<file path="src/hw/rtl/upc_pkg.sv">
// shared types and constants of the update packet checker
// no dependencies; imported by every rtl module of the block
package upc_pkg;

   // parser phases
   localparam int unsigned PHASE_W = 3;
   localparam logic [PHASE_W-1:0] PH_HUNT  = 3'd0;
   localparam logic [PHASE_W-1:0] PH_SRC   = 3'd1;
   localparam logic [PHASE_W-1:0] PH_LEN   = 3'd2;
   localparam logic [PHASE_W-1:0] PH_CMD   = 3'd3;
   localparam logic [PHASE_W-1:0] PH_DATA  = 3'd4;
   localparam logic [PHASE_W-1:0] PH_CHECK = 3'd5;
   localparam logic [PHASE_W-1:0] PH_TAIL  = 3'd6;

   // status codes
   localparam logic [2:0] ST_OK       = 3'd0;
   localparam logic [2:0] ST_HEADER   = 3'd1;
   localparam logic [2:0] ST_SOURCE   = 3'd2;
   localparam logic [2:0] ST_LENGTH   = 3'd3;
   localparam logic [2:0] ST_CHECKSUM = 3'd4;
   localparam logic [2:0] ST_TAIL     = 3'd5;

   // frame constants
   localparam logic [7:0]  FRAME_MARK     = 8'hFF;
   localparam logic [16:0] FRAME_OVERHEAD = 17'd10;
   localparam logic [16:0] MIN_OK_LENGTH  = 17'd12;
   localparam logic [15:0] FIRST_DATA_NO  = 16'd2;
   localparam logic [15:0] END_NO         = 16'hFF00;
   localparam logic [15:0] MIN_DATA_LEN   = 16'd2;

   // csr map
   localparam logic       CSR_EXPECTED_SOURCE = 1'b0;
   localparam logic       CSR_MAX_DATA_LENGTH = 1'b1;
   localparam logic [7:0]  SOURCE_RESET  = 8'd0;
   localparam logic [15:0] MAX_LEN_RESET = 16'd64502;

   typedef struct packed {
      logic [2:0]  status;
      logic [31:0] command_word;
      logic [15:0] packet_number;
      logic        is_data_packet;
      logic [16:0] frame_length;
   } upc_result_type;

endpackage

</file>
<file path="src/hw/rtl/upc_parser.sv">
// frame parser: per-byte state update and result formation
// depends on upc_pkg
module upc_parser (
   input  logic                    clock,
   input  logic                    reset,
   input  logic                    step_en,
   input  logic [7:0]              rx_byte,
   input  logic [7:0]              expected_source,
   input  logic [15:0]             max_data_length,
   output logic                    res_valid,
   output upc_pkg::upc_result_type res
);
   import upc_pkg::*;

   logic [PHASE_W-1:0] phase_ff, phase_in;
   logic [15:0] byte_count_ff, byte_count_in;
   logic [15:0] data_length_ff, data_length_in;
   logic [31:0] command_acc_ff, command_acc_in;
   logic [15:0] number_acc_ff, number_acc_in;
   logic [7:0]  sum_acc_ff, sum_acc_in;
   logic [7:0]  received_check_ff, received_check_in;

   logic [15:0] len_full;
   logic [15:0] count_next;
   logic [31:0] cmd_shifted;
   logic        is_data;

   assign len_full    = {rx_byte, data_length_ff[7:0]};
   assign count_next  = byte_count_ff + 16'd1;
   assign cmd_shifted = {24'd0, rx_byte} << {byte_count_ff[1:0], 3'b000};
   assign is_data     = (number_acc_ff >= FIRST_DATA_NO) && (number_acc_ff < END_NO);

   always_comb begin
      phase_in          = phase_ff;
      byte_count_in     = byte_count_ff;
      data_length_in    = data_length_ff;
      command_acc_in    = command_acc_ff;
      number_acc_in     = number_acc_ff;
      sum_acc_in        = sum_acc_ff;
      received_check_in = received_check_ff;
      res_valid         = 1'b0;
      res               = '0;
      case (phase_ff)
         PH_SRC: begin
            if (rx_byte != expected_source) begin
               res_valid      = 1'b1;
               res.status     = ST_SOURCE;
               phase_in       = PH_HUNT;
               byte_count_in  = '0;
               data_length_in = '0;
               command_acc_in = '0;
               number_acc_in  = '0;
               sum_acc_in     = '0;
               received_check_in = '0;
            end else begin
               phase_in      = PH_LEN;
               byte_count_in = '0;
            end
         end
         PH_LEN: begin
            if (byte_count_ff == 16'd0) begin
               data_length_in = {8'd0, rx_byte};
               byte_count_in  = 16'd1;
            end else if ((len_full < MIN_DATA_LEN) || (len_full > max_data_length)) begin
               res_valid         = 1'b1;
               res.status        = ST_LENGTH;
               res.frame_length  = {1'b0, len_full} + FRAME_OVERHEAD;
               phase_in          = PH_HUNT;
               byte_count_in     = '0;
               data_length_in    = '0;
               command_acc_in    = '0;
               number_acc_in     = '0;
               sum_acc_in        = '0;
               received_check_in = '0;
            end else begin
               data_length_in = len_full;
               phase_in       = PH_CMD;
               byte_count_in  = '0;
            end
         end
         PH_CMD: begin
            command_acc_in = command_acc_ff | cmd_shifted;
            if (byte_count_ff >= 16'd3) begin
               phase_in      = PH_DATA;
               byte_count_in = '0;
            end else begin
               byte_count_in = count_next;
            end
         end
         PH_DATA: begin
            if (byte_count_ff == 16'd0) begin
               number_acc_in = {8'd0, rx_byte};
            end else if (byte_count_ff == 16'd1) begin
               number_acc_in = {rx_byte, number_acc_ff[7:0]};
            end else begin
               sum_acc_in = sum_acc_ff + rx_byte;
            end
            byte_count_in = count_next;
            if (count_next >= data_length_ff) begin
               phase_in = PH_CHECK;
            end
         end
         PH_CHECK: begin
            received_check_in = rx_byte;
            phase_in          = PH_TAIL;
         end
         PH_TAIL: begin
            res_valid = 1'b1;
            if (is_data && (sum_acc_ff != received_check_ff)) begin
               res.status = ST_CHECKSUM;
            end else if (rx_byte != FRAME_MARK) begin
               res.status = ST_TAIL;
            end else begin
               res.status = ST_OK;
            end
            res.command_word   = command_acc_ff;
            res.packet_number  = number_acc_ff;
            res.is_data_packet = is_data;
            res.frame_length   = {1'b0, data_length_ff} + FRAME_OVERHEAD;
            phase_in           = PH_HUNT;
            byte_count_in      = '0;
            data_length_in     = '0;
            command_acc_in     = '0;
            number_acc_in      = '0;
            sum_acc_in         = '0;
            received_check_in  = '0;
         end
         default: begin
            // hunting, and any phase code that means nothing
            if (rx_byte != FRAME_MARK) begin
               res_valid  = 1'b1;
               res.status = ST_HEADER;
               phase_in   = PH_HUNT;
            end else begin
               phase_in = PH_SRC;
            end
            byte_count_in     = '0;
            data_length_in    = '0;
            command_acc_in    = '0;
            number_acc_in     = '0;
            sum_acc_in        = '0;
            received_check_in = '0;
         end
      endcase
   end

   always_ff @(posedge clock) begin
      if (reset) begin
         phase_ff          <= PH_HUNT;
         byte_count_ff     <= '0;
         data_length_ff    <= '0;
         command_acc_ff    <= '0;
         number_acc_ff     <= '0;
         sum_acc_ff        <= '0;
         received_check_ff <= '0;
      end else if (step_en) begin
         phase_ff          <= phase_in;
         byte_count_ff     <= byte_count_in;
         data_length_ff    <= data_length_in;
         command_acc_ff    <= command_acc_in;
         number_acc_ff     <= number_acc_in;
         sum_acc_ff        <= sum_acc_in;
         received_check_ff <= received_check_in;
      end
   end

endmodule

</file>
<file path="config.mk">
export PLATFORM = sky130hd
export DESIGN_NAME = upc_parser
export DESIGN_NICKNAME = d
export VERILOG_FILES = /design/src/hw/rtl/upc_pkg.sv /design/src/hw/rtl/upc_parser.sv
export SDC_FILE = /design/constraint.sdc
export NUM_CORES = 1
export LEC_CHECK = 0
export BUFFER_PORTS_ARGS = -buffer_cell sky130_fd_sc_hd__buf_2
export CAP_MARGIN = 20
export CORE_MARGIN = 10
export CORE_UTILIZATION = 35
export CTS_BUF_LIST = sky130_fd_sc_hd__clkbuf_16
export CTS_CLUSTER_DIAMETER = 40
export DETAILED_ROUTE_END_ITERATION = 7
export GPL_TIMING_DRIVEN = 0
export PLACE_DENSITY = 0.61
export SETUP_SLACK_MARGIN = 0.2
export SLEW_MARGIN = 20
export SYNTH_ARGS = -nofsm -noshare
export SYNTH_HDL_FRONTEND = slang
export SYNTH_SLANG_ARGS = --single-unit
</file>
<file path="constraint.sdc">
create_clock -name clock -period 3.73 [get_ports clock]
set_clock_uncertainty 0.15 [all_clocks]
set_input_delay 0.373 -clock clock [delete_from_list [all_inputs] [get_ports clock]]
set_output_delay 0.373 -clock clock [all_outputs]
set_load 0.01 [all_outputs]
</file>
# ---- Word-level counts from Yosys, hierarchy flattened
# Cells that the tools add are included.
dict set report totals {
  register_bits 99
  out_inout_bits 70
}
dict set report op_classes {
  add_sub_neg 4
  n_lt_le_gt_ge 6
  n_eq_ne 20
  shift 1
  n_mux 46
  n_bitwise 6
  reduce_logical 17
}
# operator n
set ops {}
lappend ops {{16-bit two-way mux} 8}
lappend ops {{16-bit one-hot mux with 4 select lines} 2}
lappend ops {{32-bit one-hot mux with 4 select lines} 1}
lappend ops {{32-bit two-way mux} 3}
lappend ops {{8-bit one-hot mux with 4 select lines} 2}
lappend ops {{49-bit two-way mux} 1}
lappend ops {{16-bit one-hot mux with 3 select lines} 1}
lappend ops {{8-bit two-way mux} 5}
lappend ops {{16-bit by 4-bit adder with 17-bit output (second input constant)} 2}
lappend ops {{17-bit two-way mux} 2}
lappend ops {{17-bit one-hot mux with 2 select lines} 1}
lappend ops {{16-bit by 2-bit >= comparator with 1-bit output (second input constant)} 2}
lappend ops {{32-bit OR} 1}
lappend ops {{8-bit by 5-bit left shift with 32-bit output} 1}
lappend ops {{3-bit one-hot mux with 6 select lines} 1}
lappend ops {{16-bit by 1-bit adder with 16-bit output (second input constant)} 1}
lappend ops {{16-bit by 1-bit == test with 1-bit output (second input constant)} 1}
lappend ops {{16-bit >= comparator} 1}
lappend ops {{16-bit greater-than comparator} 1}
lappend ops {{16-bit zero test} 1}
lappend ops {{16-bit < comparator (second input constant)} 1}
lappend ops {{16-bit by 2-bit < comparator with 1-bit output (second input constant)} 1}
lappend ops {{2-bit != test (second input constant)} 8}
lappend ops {{8-bit != test} 2}
lappend ops {{22 further kinds} 50}

# ---- Longest topological paths before layout
dict set report depth {
  word_depth 5
  depth_mapped 14
}

# ---- Worst setup path after synthesis
# No wires, ideal clock.
dict set report synth_path {
  kind {register to register}
  from {register byte_count_ff[0]}
  to {register phase_ff[0]}
  setup_ns 0.086
  arrival_time_ns 3.042
  t_required_ns 3.494
  slack_ns 0.452
  stages_incl_launch_ff 14
  path_buffers 0
  period_less_slack_ns 3.278
  path_cell_list {dfxtp_1 > ha_1 > and3_1 > nand3_1 > nor2b_1 > nand3_1 > xnor2_1 > ha_1 > a21o_1 > a21o_1 > a2111oi_0 > a21oi_1 > mux2i_1 > a211oi_1}
}
dict set report synth_between {
  elab_chain_cells 4
}
# element line_no
set synth_lines {}
lappend synth_lines {{start, declared} upc_parser.sv:16} ;# logic [15:0] byte_count_ff, byte_count_in;
lappend synth_lines {{start signal, assigned} upc_parser.sv:158} ;# byte_count_ff <= byte_count_in;
lappend synth_lines {{16-bit by 1-bit adder with 16-bit output} upc_parser.sv:29} ;# assign count_next = byte_count_ff + 16'd1;
lappend synth_lines {{16-bit >= comparator} upc_parser.sv:99} ;# if (count_next >= data_length_ff) begin
lappend synth_lines {{2-bit != test (no source line)} -}
lappend synth_lines {{4-bit AND reduction (no source line) *} -}
lappend synth_lines {{end signal, assigned} upc_parser.sv:157} ;# phase_ff <= phase_in;
lappend synth_lines {{end, declared} upc_parser.sv:15} ;# logic [PHASE_W-1:0] phase_ff, phase_in;
# Mark *: on every way between the ends. The rest lies on a longest branch, timed or not.
# A chain may end at the register's enable or synchronous reset.

# ---- Worst setup path in the final report
# Same ends and word-level chain as after synthesis.

==> key figures <==
Run status
  – Status: finished, final reports clean

Logic synthesis
  – Ys async rst share: 0%
  – Netlist Area Pre-Place: 6529 um^2
  – Register bit total from synthesis: 99
  – Prevailing post-synth register cell: dfxtp_1
  – Yosys top cell by area: dfxtp_1
  – Syn. warnings: 0
  – Syn Nets: 895
  – Seq/Total Area, Yosys: 30.36%
  – Post-synth EDFFs: 0
  – Avg Synthesized Cell Area: 8.001 um^2
  – Mapped Cells: 816
  – Post-synth top area share: 30.36%
  – Area contributors post-synth: dfxtp_1 30%, ha_1 8.2%, a21oi_1 5.1%
  – Synth cell types: 63

STA
  – Final worst-path cycle share: 90.32%
  – # setup viols final: 0
  – Slew @ Worst Pin: 1154 ps
  – Hold Slack: 261.8 ps
  – Max Clk Rate: 0.2968 GHz
  – RSZ-0062 raised after global routing: no
  – Slew headroom: 22.44%
  – Fin. max-slew vios: 0
  – Fin. Hold Viols: 0
  – Final min period: 3369 ps

Worst setup path
  – Critical path class: reg -> reg
  – Crit start category: register
  – Critical Path Fanout Max: 10
  – R2r endpoint: phase_ff[0]$_SDFFE_PP0P_
  – Worst Setup End Kind: register
  – Critical path data arrival time: 3490 ps
  – Crit path required time: 3850 ps
  – FF-to-FF Start: byte_count_ff[0]$_SDFFE_PP0P_
  – Internal reg-to-reg setup slack: 360 ps
  – Reg2Reg Depth: 14

Clock network
  – Clock Path Buffers: 2
  – TritonCTS clock tree: built
  – Clock transition at the registers of the reported paths: 70 ps
  – Root buffer cell: clkbuf_16
  – Clock latency on the worst-skew pair: 360 ps
  – Sink Count: 99
  – CTS buffer count: 9
  – H-tree levels: 3

Final layout
  – # fillers: 1892
  – Area grow syn2layout: 18.13%
  – Finished Core Util: 42.50%
  – Register area: 1988 um^2
  – Commonest non-fill, non-tap cells in the layout: 116 x buf_2, 96 x dfxtp_1, 73 x nor2_1
  – Layout cells sized above 1: 18.66%
  – Final net count: 1012
  – Commonest non-fill, non-tap cell in the layout: buf_2
  – Area of the multi-input gates: 4174 um^2
  – N_diodes: 0

Global routing
  – Initial antenna violation count: 0
  – Total Routing Usage GR: 17.63%
  – GRT overflow: 0
  – Number of global-route vias before repair: 6214
  – Largest net degree at the start of global routing: 17
  – Global-route wire length before repair: 34640 um

Job
  – # Max-Cap Violations: 0

Hold path
  – Worst hold path type: in -> reg
  – Hold_sp: step_en
  – Hold Path Stages: 4
  – Worst Hold Path EP: phase_ff[2]$_SDFFE_PP0P_

Power
  – Peak supply drop: 0.2373 mV
  – Power density cells: 285.5 nW/um^2
  – Leak pwr: 3.222 nW

Detailed routing
  – Post-route DRC violation count: 0
  – Routed Antenna Nets: 0
  – Routed len/inst: 18.76 um
  – WL final: 21900 um
  – Vias: 6445
  – Number of vias per cell: 5.523
  – DR pass1 iterations: 5
  – Initial DRC count: 464

Die
  – Die height: 156.6 um
  – Std cell rows: 49
  – Initial Utilization: 35.98%
  – Io pins: 105
  – Core footprint: 18150 um^2
  – Die Wd: 156.6 um
  – Die area: 24520 um^2

Placed design
  – # port buffers: 104
  – DPL Wire Length: 16410 um
  – Placer Congestion: 0.8828
==> worst max path at each step <==
stage	startpoint	cells past startpoint	slack (ps)	to
2_1_floorplan	byte_count_ff[0]$_SDFFE_PP0P_	13	450	phase_ff[0]$_SDFFE_PP0P_
3_3_place_gp	byte_count_ff[0]$_SDFFE_PP0P_	13	-440	phase_ff[0]$_SDFFE_PP0P_
3_5_place_dp	byte_count_ff[0]$_SDFFE_PP0P_	13	-420	phase_ff[0]$_SDFFE_PP0P_
4_1_cts	byte_count_ff[1]$_SDFFE_PP0P_	14	220	phase_ff[0]$_SDFFE_PP0P_
5_1_grt	byte_count_ff[0]$_SDFFE_PP0P_	13	160	phase_ff[1]$_SDFFE_PP0P_
6_report	byte_count_ff[0]$_SDFFE_PP0P_	14	360	phase_ff[0]$_SDFFE_PP0P_
==> final cells by class <==
class,count,share of cell area [%]
repair buffers,106,6.944
multi-input cells,620,54.12
clock inverters,7,0.9085
plain buffers,55,3.569
inverters,42,2.044
well taps,229,3.715
clock buffers,9,2.920
flip-flops and latches,99,25.78
==> metrics by stage <==
| step | total power (W) | cells | setup TNS, ps | cell area, um^2 | setup WS, ps |
|---|---|---|---|---|---|
| after floorplan | 0.001197 | 816 | 0 | 6529 | 452.1 |
| final | 0.002202 | 1167 | 0 | 7712 | 361.0 |
| after detailed placement | 0.001271 | 1149 | -822.0 | 7336 | -418.6 |
| after CTS | 0.002213 | 1165 | 0 | 7655 | 217.8 |
| after global routing | 0.002280 | 1167 | 0 | 7712 | 159.1 |
| after global placement | 0.001270 | 1149 | -881.6 | 7336 | -443.7 |
==> cells by family after synthesis <==
family / Yosys count / share of synthesized area (%)
buf+inv: 97 / 6.612
mux: 2 / 0.3066
compound gates: 213 / 21.60
flops: 99 / 30.36
xor+xnor: 56 / 7.512
fa+ha+maj: 44 / 8.547
simple gates: 305 / 25.07
==> worst max-delay path, cell delays in order (launching register included) <==
cell and delay [ps]:
dfxtp_4 400, and3_1 180, and3_1 150, clkbuf_2 160
and4_1 190, buf_2 160, nand3_1 130, xnor2_2 170
ha_1 300, a21o_1 180, a21o_1 200, a2111oi_4 420
a21oi_2 140, mux2i_1 140, a211oi_1 220
==> timing repair <==
item                                    4_1_cts  5_1_grt
endpoints found under the setup margin        2       10
setup buffers                                 0        2
gates resized for setup                       8        8
hold buffers                                  0        0
hold endpoints to repair                      0        0
==> state kept, by name, indices dropped and copies added, names as in the netlist <==
| name | flops |
|---|---|
| sum_acc_ff | 8 |
| received_check_ff | 8 |
| byte_count_ff | 16 |
| command_acc_ff | 32 |
| data_length_ff | 16 |
| phase_ff | 3 |
| number_acc_ff | 16 |
==> per-layer routing <==
metal / track usage [%] / up-vias / wire length (um) / share of wire (%)
li1: - / 3184 / - / -
met4: 5.528 / 0 / 397 / 1.8
met1: 24.74 / 3023 / 10700 / 49
met5: 0 / - / 0 / 0
met3: 3.755 / 25 / 1551 / 7.1
met2: 26.28 / 213 / 9249 / 42
==> report_power, final <==
| part | switching (W) | total (W) | leakage [nW] | internal [W] |
|---|---|---|---|---|
| Clock | 0.000435 | 0.000953 | 0.139 | 0.000518 |
| Combinational | 0.000129 | 0.000189 | 2.28 | 0.0000602 |
| Sequential | 0.00000141 | 0.00106 | 0.800 | 0.00106 |
| Total | 0.000565 | 0.00220 | 3.22 | 0.00164 |
==> synth_stat cells, types with 3 or more instances <==
cell type  instances
nand3_1           33
inv_1             42
nand3b_1           5
a21o_1             8
clkbuf_2           3
o21ai_0           42
dfxtp_1           99
xor2_1            29
and3_1            12
a22oi_1            7
a21oi_1           67
a22o_1            16
nand4_1           40
nor2b_1            5
ha_1              43
nand2b_1           5
nand2_1           37
nor4_1             8
buf_6              6
o22ai_1            9
nor3_1            17
and2_1            52
o21ai_1            5
nor2_1            73
xnor2_1           27
nor4_2             5
a41oi_1           33
buf_2             12
clkbuf_1          31
No activity file was read; power rests on OpenSTA's default activity.
